File: src/rtl/bdal_pkg.sv
// Package for the bf16 dot-product accumulator lanes.
// Holds payload structs, lane count and fp32 helper constants. No dependencies.
package bdal_pkg;

  localparam int unsigned MaxLanes = 8;
  localparam logic [31:0] CanonNan = 32'h7FC00000;
  localparam logic [31:0] PosInf   = 32'h7F800000;
  localparam logic [15:0] Bf16Nan  = 16'h7FC0;

  typedef struct packed {
    logic [15:0] x_val;
    logic [15:0] w_lane0;
    logic [15:0] w_lane1;
    logic [15:0] w_lane2;
    logic [15:0] w_lane3;
    logic [15:0] w_lane4;
    logic [15:0] w_lane5;
    logic [15:0] w_lane6;
    logic [15:0] w_lane7;
    logic        last_k;
  } bdal_in_t;

  typedef struct packed {
    logic [15:0] y_lane0;
    logic [15:0] y_lane1;
    logic [15:0] y_lane2;
    logic [15:0] y_lane3;
    logic [15:0] y_lane4;
    logic [15:0] y_lane5;
    logic [15:0] y_lane6;
    logic [15:0] y_lane7;
  } bdal_out_t;

  // Control that travels with an item through the lane pipeline.
  typedef struct packed {
    logic go;
    logic last;
  } bdal_ctl_t;

  function automatic logic is_nan32(input logic [31:0] v);
    return v[30:0] > PosInf[30:0];
  endfunction

  function automatic logic is_inf32(input logic [31:0] v);
    return v[30:0] == PosInf[30:0];
  endfunction

  function automatic logic is_zero32(input logic [31:0] v);
    return v[30:0] == 31'd0;
  endfunction

  // Round an fp32 pattern to bf16, nearest-even.
  function automatic logic [15:0] to_bf16(input logic [31:0] v);
    logic [32:0] s;
    s = {1'b0, v} + 33'h7FFF + {32'd0, v[16]};
    if (is_nan32(v)) return Bf16Nan;
    return s[31:16];
  endfunction

endpackage

File: src/rtl/bdal_fma.sv
// One lane: four-stage fp32 fused multiply-add into a private accumulator.
// Depends on bdal_pkg. Stage 1 multiplies, 2 aligns, 3 adds, 4 normalizes and rounds.
module bdal_fma (
  input  logic                clk,
  input  logic                rst,
  input  bdal_pkg::bdal_ctl_t ctl,
  input  logic [15:0]         x_val,
  input  logic [15:0]         w_val,
  output logic [31:0]         acc_out
);
  import bdal_pkg::*;

  // Accumulator and its operands staged through the pipeline.
  logic [31:0] acc;

  // ---- stage 1: classify, multiply significands ----
  logic        s1_go, s1_spec;
  logic [31:0] s1_spec_val;
  logic        s1_ps, s1_pzero;
  logic [15:0] s1_prod;
  logic signed [10:0] s1_pe;

  logic [31:0] a32, b32;
  logic [7:0]  ma, mb;
  logic signed [10:0] xa, xb;
  assign a32 = {x_val, 16'd0};
  assign b32 = {w_val, 16'd0};
  always_comb begin
    ma = (a32[30:23] == 8'd0) ? {1'b0, a32[22:16]} : {1'b1, a32[22:16]};
    mb = (b32[30:23] == 8'd0) ? {1'b0, b32[22:16]} : {1'b1, b32[22:16]};
    xa = (a32[30:23] == 8'd0) ? -11'sd133 : $signed({3'd0, a32[30:23]}) - 11'sd134;
    xb = (b32[30:23] == 8'd0) ? -11'sd133 : $signed({3'd0, b32[30:23]}) - 11'sd134;
  end

  always_ff @(posedge clk) begin
    if (rst) begin
      s1_go <= 1'b0;
    end else begin
      s1_go <= ctl.go;
    end
    s1_ps   <= a32[31] ^ b32[31];
    s1_prod <= ma * mb;
    s1_pe   <= xa + xb;
    s1_pzero <= is_zero32(a32) || is_zero32(b32);
    s1_spec <= is_nan32(a32) || is_nan32(b32) || is_inf32(a32) || is_inf32(b32);
    if (is_nan32(a32) || is_nan32(b32) ||
        ((is_inf32(a32) || is_inf32(b32)) && (is_zero32(a32) || is_zero32(b32))))
      s1_spec_val <= CanonNan;
    else
      s1_spec_val <= {a32[31] ^ b32[31], PosInf[30:0]};
  end

  // ---- stage 2: read accumulator, resolve specials, align ----
  // The accumulator is read here; the next item is held off until it is written back.
  logic        s2_go, s2_done;
  logic [31:0] s2_done_val;
  logic        s2_bs, s2_ss;
  logic [63:0] s2_big, s2_small;
  logic signed [11:0] s2_bexp;
  logic        s2_only_prod;

  logic [23:0] mc;
  logic signed [11:0] xc, pe_n, xc_n;
  logic [63:0] pm, cm, shs;
  logic [4:0]  plz, clz;
  logic        cs;
  logic signed [12:0] diff;
  logic [31:0] dval;
  logic        done;

  always_comb begin
    cs   = acc[31];
    mc   = (acc[30:23] == 8'd0) ? {1'b0, acc[22:0]} : {1'b1, acc[22:0]};
    xc   = (acc[30:23] == 8'd0) ? -12'sd149 : $signed({4'd0, acc[30:23]}) - 12'sd150;
    plz  = 5'd0;
    for (int i = 0; i < 16; i++) if (s1_prod[i]) plz = 5'(15 - i);
    clz  = 5'd0;
    for (int i = 0; i < 24; i++) if (mc[i]) clz = 5'(23 - i);
    // product normalized with top bit at 61
    pm   = {2'b00, s1_prod, 46'd0} << plz;
    pe_n = 12'(s1_pe) - 12'sd46 - 12'(plz);
    cm   = {2'b00, mc, 38'd0} << clz;
    xc_n = xc - 12'sd38 - 12'(clz);
    done = 1'b1;
    dval = acc;
    if (s1_spec) begin
      if (!s1_spec_val[22] && is_inf32(acc) && cs != s1_ps) dval = CanonNan;
      else if (is_nan32(acc)) dval = CanonNan;
      else dval = s1_spec_val;
    end else if (is_nan32(acc)) begin
      dval = CanonNan;
    end else if (is_inf32(acc)) begin
      dval = acc;
    end else if (s1_pzero) begin
      dval = is_zero32(acc) ? {s1_ps & cs, 31'd0} : acc;
    end else begin
      done = 1'b0;
    end
    diff = 13'(pe_n) - 13'(xc_n);
    shs  = 64'd0;
  end

  function automatic logic [63:0] shr_st(input logic [63:0] v, input logic [12:0] d);
    logic [63:0] m;
    m = 64'd0;
    if (d >= 13'd63) return {63'd0, v != 64'd0};
    m = ~(64'hFFFF_FFFF_FFFF_FFFF << d[5:0]);
    return (v >> d[5:0]) | {63'd0, (v & m) != 64'd0};
  endfunction

  always_ff @(posedge clk) begin
    if (rst) begin
      s2_go <= 1'b0;
    end else begin
      s2_go <= s1_go;
    end
    s2_done      <= done;
    s2_done_val  <= dval;
    s2_only_prod <= is_zero32(acc);
    if (is_zero32(acc) || !diff[12]) begin
      s2_big <= pm; s2_bs <= s1_ps; s2_bexp <= pe_n;
      s2_small <= is_zero32(acc) ? shs : shr_st(cm, diff);
      s2_ss <= cs;
    end else begin
      s2_big <= cm; s2_bs <= cs; s2_bexp <= xc_n;
      s2_small <= shr_st(pm, 13'(-diff));
      s2_ss <= s1_ps;
    end
  end

  // ---- stage 3: add or subtract ----
  logic        s3_go, s3_done, s3_sign, s3_zero;
  logic [31:0] s3_done_val;
  logic [63:0] s3_r;
  logic signed [11:0] s3_e;

  always_ff @(posedge clk) begin
    if (rst) begin
      s3_go <= 1'b0;
    end else begin
      s3_go <= s2_go;
    end
    s3_done     <= s2_done;
    s3_done_val <= s2_done_val;
    s3_e        <= s2_bexp;
    if (s2_bs == s2_ss || s2_only_prod) begin
      s3_r <= s2_big + s2_small; s3_sign <= s2_bs;
    end else if (s2_big >= s2_small) begin
      s3_r <= s2_big - s2_small; s3_sign <= s2_bs;
    end else begin
      s3_r <= s2_small - s2_big; s3_sign <= s2_ss;
    end
    s3_zero <= (s2_bs != s2_ss) && !s2_only_prod && (s2_big == s2_small);
  end

  // ---- stage 4: normalize, round, write accumulator ----
  logic [5:0]  tb;
  logic signed [12:0] sh;
  logic [63:0] q, rem, half;
  logic signed [12:0] eq;
  logic [31:0] rounded, fin;

  always_comb begin
    tb = 6'd0;
    for (int i = 0; i < 64; i++) if (s3_r[i]) tb = 6'(i);
    sh = 13'(tb) - 13'sd23;
    if (sh < -13'sd149 - 13'(s3_e)) sh = -13'sd149 - 13'(s3_e);
    rem = 64'd0; half = 64'd0;
    if (sh[12]) begin
      q = s3_r << 6'(-sh);
    end else if (sh >= 13'sd64) begin
      // far below the smallest subnormal: flush to a signed zero
      q = 64'd0;
    end else begin
      q   = s3_r >> sh[5:0];
      if (sh != 13'sd0) begin
        rem  = s3_r & ~(64'hFFFF_FFFF_FFFF_FFFF << sh[5:0]);
        half = 64'd1 << 6'(sh - 13'sd1);
        if (rem > half || (rem == half && q[0])) q = q + 64'd1;
      end
    end
    eq = 13'(s3_e) + sh;
    if (q[24]) begin
      q = q >> 1; eq = eq + 13'sd1;
    end
    if (q == 64'd0) rounded = {s3_sign, 31'd0};
    else if (!q[23]) rounded = {s3_sign, 8'd0, q[22:0]};
    else if (eq + 13'sd150 >= 13'sd255) rounded = {s3_sign, PosInf[30:0]};
    else rounded = {s3_sign, 8'(eq + 13'sd150), q[22:0]};
    if (s3_done) fin = s3_done_val;
    else if (s3_zero) fin = 32'd0;
    else fin = rounded;
  end

  // Write back each result; clear in the cycle the merge takes a last sum.
  always_ff @(posedge clk) begin
    if (rst) begin
      acc <= 32'd0;
    end else if (s3_go) begin
      acc <= fin;
    end else if (ctl.last) begin
      acc <= 32'd0;
    end
  end
  assign acc_out = acc;

endmodule

File: config.mk
export PLATFORM = sky130hd
export DESIGN_NAME = bdal_fma
export DESIGN_NICKNAME = d
export VERILOG_FILES = /design/src/rtl/bdal_pkg.sv /design/src/rtl/bdal_fma.sv
export SDC_FILE = /design/constraint.sdc
export NUM_CORES = 2
export LEC_CHECK = 0
export BUFFER_PORTS_ARGS = -buffer_cell sky130_fd_sc_hd__buf_4
export CORE_MARGIN = 5
export CORE_UTILIZATION = 50
export CTS_CLUSTER_SIZE = 24
export DETAILED_ROUTE_END_ITERATION = 10
export PLACE_DENSITY_LB_ADDON = 0.25
export SLEW_MARGIN = 30
export SYNTH_ARGS = -nofsm -noshare
export SYNTH_HDL_FRONTEND = slang
export SYNTH_SLANG_ARGS = --single-unit
File: constraint.sdc
create_clock -name clk -period 27.3 [get_ports clk]
set_input_delay 4.095 -clock clk [delete_from_list [all_inputs] [get_ports clk]]
set_output_delay 4.095 -clock clk [all_outputs]
set_load 0.01 [all_outputs]
After elaboration in Yosys (flattened, before gate mapping)
Index checks and enable logic that the tools add are counted.

operators by class
  $add $sub $neg = 21
  multipliers = 1
  order comparisons = 10
  eq/ne operators = 8
  shift operators = 10
  multiplexer cells = 150
  bitwise gates (word level) = 10
  reductions and logical operators = 32

operators with widths
  cell                   count
  $mux 64                14
  $mux 6                 62
  $mux 32                11
  $reduce_bool 64->1     4
  $mux 5                 39
  $and 64x64->64         3
  $not 64->64            3
  $shl 64x6->64 const A  3
  $shr 64x6->64          3
  $eq 64x64->1           2
  $or 64x1->64           2
  $shl 62x5->64          2
  $sub 64x64->64         2
  $gt 31x31->1 const B   3
  $logic_not 31->1       3
  $mux 31                3
  $add 64x1->64 const B  1
  $add 64x64->64         1
  $ge 64x64->1           1
  $gt 64x64->1           1
  $logic_not 64->1       1
  $shl 1x6->64 const A   1
  $shl 64x6->64          1
  $eq 31x31->1 const B   1
  other kinds (39)       75

word-level totals
  flip-flop bits (word level) = 384
  input port bits = 36
  output and inout port bits = 32
  word-level logic and storage cells = 267

Longest topological paths before layout
  depth in word-level cells = 85
  gate-level depth with buffers = 61
  gate-level depth less buffers = 49

Least setup slack after synthesis
Ideal clock, no wire load.

  kind = register to register
  from = register s3_r[39]
  to = register acc[10] (netlist: acc_out[10])
  setup time = 0.121 ns
  data arrival time = 12.314 ns
  required time = 27.179 ns
  setup slack = 14.865 ns
  cell stages (with the launch flop) = 58
  buffers on the path = 10
  clock period less this slack = 12.435 ns
  cell sequence = dfxtp_1 or3_1 o211a_1 nor3_1 or2_2 clkbuf_1 nand2_1 ha_1 a21o_1 a21oi_1 ha_1 a211oi_1 o21ai_1 a31o_1 o31ai_4 a2bb2oi_2 o21ai_4 mux2i_4 (+22 left out) and3_1 a221oi_1 o211a_1 and3_1 and4_1 nor3_1 buf_2 buf_1 nor2_1 a21oi_1 ha_1 o21bai_4 nor2_1 or4b_4 a22o_1 o211ai_4 buf_6 o21ai_2

between the ends
  word-level cells in the longest chain between the ends = 47
  elaborated cells on any way between the ends = 60
  classes of those cells = add/sub: 7; order compare: 4; eq/ne: 1; shift: 4; mux: 38; bitwise: 2; reduce/logical: 4

RTL lines
  item                                             line             text
  from (decl)                                      bdal_fma.sv:134  logic [63:0] s3_r;
  from (signal assigned)                           bdal_fma.sv:147  s3_r <= s2_big + s2_small; s3_sign <= s2_bs;
  from (signal assigned)                           bdal_fma.sv:149  s3_r <= s2_big - s2_small; s3_sign <= s2_bs;
  from (signal assigned)                           bdal_fma.sv:151  s3_r <= s2_small - s2_big; s3_sign <= s2_ss;
  branches (longest 43 deep; another with $mux 6)  -
  $mux 31 (*)                                      bdal_fma.sv:186  if (q == 64'd0) rounded = {s3_sign, 31'd0};
  $mux 32 (*)                                      bdal_fma.sv:191  else if (s3_zero) fin = 32'd0;
  $mux 32 (*)                                      bdal_fma.sv:190  if (s3_done) fin = s3_done_val;
  $mux 32 (*)                                      bdal_fma.sv:199  end else if (s3_go) begin
  to (signal assigned)                             bdal_fma.sv:200  acc <= fin;
  to (decl)                                        bdal_fma.sv:14   logic [31:0] acc;

Every way passes the cells marked *.
A chain may end at the register's enable or synchronous reset.

Final worst setup path
  from = register s3_r[63]
  to = register acc[0] (netlist: acc_out[0])

between the ends
  word-level cells in the longest chain between the ends = 23
  elaborated cells on any way between the ends = 36
  classes of those cells = add/sub: 7; order compare: 4; eq/ne: 1; shift: 4; mux: 14; bitwise: 2; reduce/logical: 4

RTL lines
  item                                                   line
  branches (longest 19 deep; another with $gt 64x64->1)  -
  $mux 31 (*)                                            bdal_fma.sv:186
  $mux 32 (*)                                            bdal_fma.sv:191
  $mux 32 (*)                                            bdal_fma.sv:190
  $mux 32 (*)                                            bdal_fma.sv:199

Marks and branches as above.

==> run summary <==
The synthesized netlist occupies a cell area of 0.03414 mm2. The initialized floorplan defines 95 standard-cell rows. The total placed cells including tap cells is 5298. Of the synthesized area, sequential elements account for 18.53%. The number of hold buffers added after CTS came out at 0. The proportion of netlist area held by the largest area contributor is 18.53%.

For this run the aggregate overflow at the end of global routing stands at 0. The number of global-route vias before repair is 33020. The post-route setup TNS is 0 ns. The hold violation total from the final report came to 0. The die boundary width is 271.3 um. In this run the worst path has a maximum fanout of 41. Setup repair after global routing left no endpoint under its margin.

The worst path buffer plus inverter count is 6. Port buffering added 67 buffers. The normalized max-slew margin came out at 25.98%.

The placement-stage worst setup slack came out at 12.87 ns. Among all flip-flop cells after synthesis, the most frequent one is dfxtp_1. The initial cell density of the core came out at 50.66%.

The slew at the pin with the worst max-slew slack is 1.110 ns. The worst register-to-register path has a depth of 49. In this run the critical register-to-register path is launched from s3_r[63]. The post-route clock skew is 0.03045 ns.

Among cell families on the critical path, the largest total delay comes from compound AO/OA/AOI/OAI gates. The max-capacitance violation count is 0. Final hold analysis gives a worst-case slack of 0.3185 ns. The clock net sink count came out at 316. The total of warnings raised by yosys is 0.

By count the netlist is led by nand2_1 (476), nor2_1 (387), a21oi_1 (330), dfxtp_1 (316), o21ai_0 (276). The fraction of synthesis flops using an asynchronous set or reset pin came out at 0%. Global routing used 54.90% of the available met2 tracks. The final wirelength came out at 137000 um. The reg-to-reg setup timing slack came out at 12.84 ns.

The clock latency at the later pin of the worst-skew pair is 0.58 ns. The class of the most critical setup path is reg2reg. The average vias per placed instance came out at 6.680. The depth of the CTS H-tree is 2.

The weighted congestion reported at the end of routability-driven placement is 1.072. The cell count after synthesis came out at 4562. The maximum achievable frequency is 0.06915 GHz. The count of state elements after synthesis came out at 316. The global router's overall resource usage is 35.13%. The flow ran to the end, and the final reports show no timing, DRC or antenna violations. For hold timing, the worst endpoint is s3_done_val[5].

Entering global routing, the biggest net connects 69 pins. The number of placed I/O pins came out at 68. The post-CTS repair timing setup buffer count is 0. Dividing the final minimum period by the clock period gives 52.97%. The routed length per instance came out at 25.51 um.

The distinct cell type count of the synthesized netlist came out at 109. The required time at the worst-slack endpoint came out at 27.72 ns. Post-CTS repair changed the size of 0 cells. The final count of negative-setup-slack endpoints is 0.

The tree is rooted in a clkbuf_16. Summed over all nets, the half-perimeter wirelength after detailed placement is 107600 um. The area added between synthesis and finish came out at 7.567%. For this run, the detailed router's first-pass iteration total came to 7. The signal arrival time at the worst endpoint is 14.88 ns. The clock-pin slew reported for the worst setup and hold paths after clock tree synthesis came out at 0.06 ns. The number of nets with antenna violations after detailed routing is 0.

The via total after detailed routing came out at 35870. The area of the core is 0.06740 mm2. STA classifies the critical path startpoint as a register. The post-layout worst setup margin came out at 12.84 ns. The first routing iteration left 4856 violations. The ratio of cells with drive above 1 in the final layout came out at 9.366%. The worst setup path is captured at a register. The total CTS buffers came out at 37.

The floorplan step set the die height to 271.3 um. By area the synthesized netlist is led by dfxtp_1 (19%), ha_1 (9.6%), nand2_1 (5.2%), mux2i_1 (4.9%), a21oi_1 (4.8%). The clock tree from TritonCTS is built. The slowest stage of the critical path belongs to the cell nor2_1. The filler-free cell count of the finished design came out at 5370. The delay of the slowest cell on the worst path is 0.82 ns. The clock passes through at most 3 buffers.

dfxtp_1 takes more of the synthesized area than any other cell. The critical register-to-register path endpoint is acc_out[0]. In the post-synthesis netlist, the cell with the most instances is nand2_1.

The number of antenna violations at the first check in global routing came to 5. The worst hold path begins at s2_done_val[5]. In this run the most used layer during global routing was met2.

The min-delay analysis places its worst path in the category reg2reg. The die area came out at 0.07361 mm2. The count of pins over their slew limit is 0. The cell depth of the worst hold path is 0. The number of remaining DRC errors came out at 0. The mean area per synthesized cell came out at 7.484 um2. The net count of the finished layout is 4807.

The time the final worst path needs with I/O delays and setup is 14.46 ns. The count of flip-flops with a built-in enable after synthesis came out at 0. The global routing usage on met1 is 46.46%. The global routing met3 resource utilization came out at 5.996%. The first-pass GRT wire length is 204700 um.
how the worst max path moves through the flow:
stage,start,end,slack [ns],cells after the start
floorplan,s3_r[39],acc_out[10],14.86,57
global placement,s3_r[63],acc_out[0],12.90,49
detailed placement,s3_r[63],acc_out[0],12.87,49
CTS,s3_r[63],acc_out[0],12.82,49
global route,s3_r[63],acc_out[0],11.99,49
finish,s3_r[63],acc_out[0],12.84,49
registers in the layout, summed over array words and instances (netlist names), 2 cells and up:
signal       flops
s2_small        64
s3_r            64
acc_out         32
s2_done_val     32
s3_done_val     32
s2_big          26
s1_prod         16
s2_bexp         12
s3_e            12
s1_pe           11
s1_spec_val      2
cell families (layout without fill, tap and decap cells):
family                     Yosys count  in the layout  synth area share, %
and+or+nand+nor                   1561           1561                21.81
AOI/OAI and AO/OA                 1395           1395                27.34
buffers and inverters              530            458                6.072
DFF                                316            316                18.53
adders and majority gates          306            306                12.13
muxes                              265            265                9.256
xor gates and xnor gates           187            187                4.841
other                                2              9              0.02200
metrics by stage:
step | cell area (um2) | utilization, %
final | 36730 | 54.50
after global routing | 36720 | 54.49
after CTS | 36690 | 54.44
after detailed placement | 35360 | 52.46
after global placement | 35330 | 52.42
after floorplan | 34160 | -
per-layer routing:
metal	part of all wire (%)	up-vias
met3	9.3	449
met2	44	2019
met4	6.6	4
met1	41	16960
li1	-	16440
met5	0.019	-
area by class of cell:
type,instances,area [um2]
multi-input cells,3721,25980
clock buffers,44,1002
flip-flops and latches,316,6326
inverters,249,934.6
fillers,6605,30670
diodes,2,5.005
clock inverters,24,331.6
repair buffers,141,1060
well taps,873,1092
placed cells by master, fill, tap and decap left out, drive strengths merged, types with 38 or more instances in the layout:
cell / count
clkbuf: 45
a21o: 80
o22ai: 49
and3: 57
inv: 256
o211ai: 60
a22oi: 65
a31oi: 70
and2: 117
nor3: 125
a32oi: 56
nor2: 388
mux2: 63
mux2i: 169
or3: 42
ha: 263
a211oi: 56
buf: 140
nor4: 49
nand3: 109
o21ai: 314
nand2b: 53
nand4: 38
dfxtp: 316
fa: 42
o21bai: 40
a21oi: 331
nand2: 476
nor2b: 41
xnor2: 123
xor2: 64
Power is not shown: default switching activity piles up to over one toggle a cycle in this logic, so the estimate is an artifact.
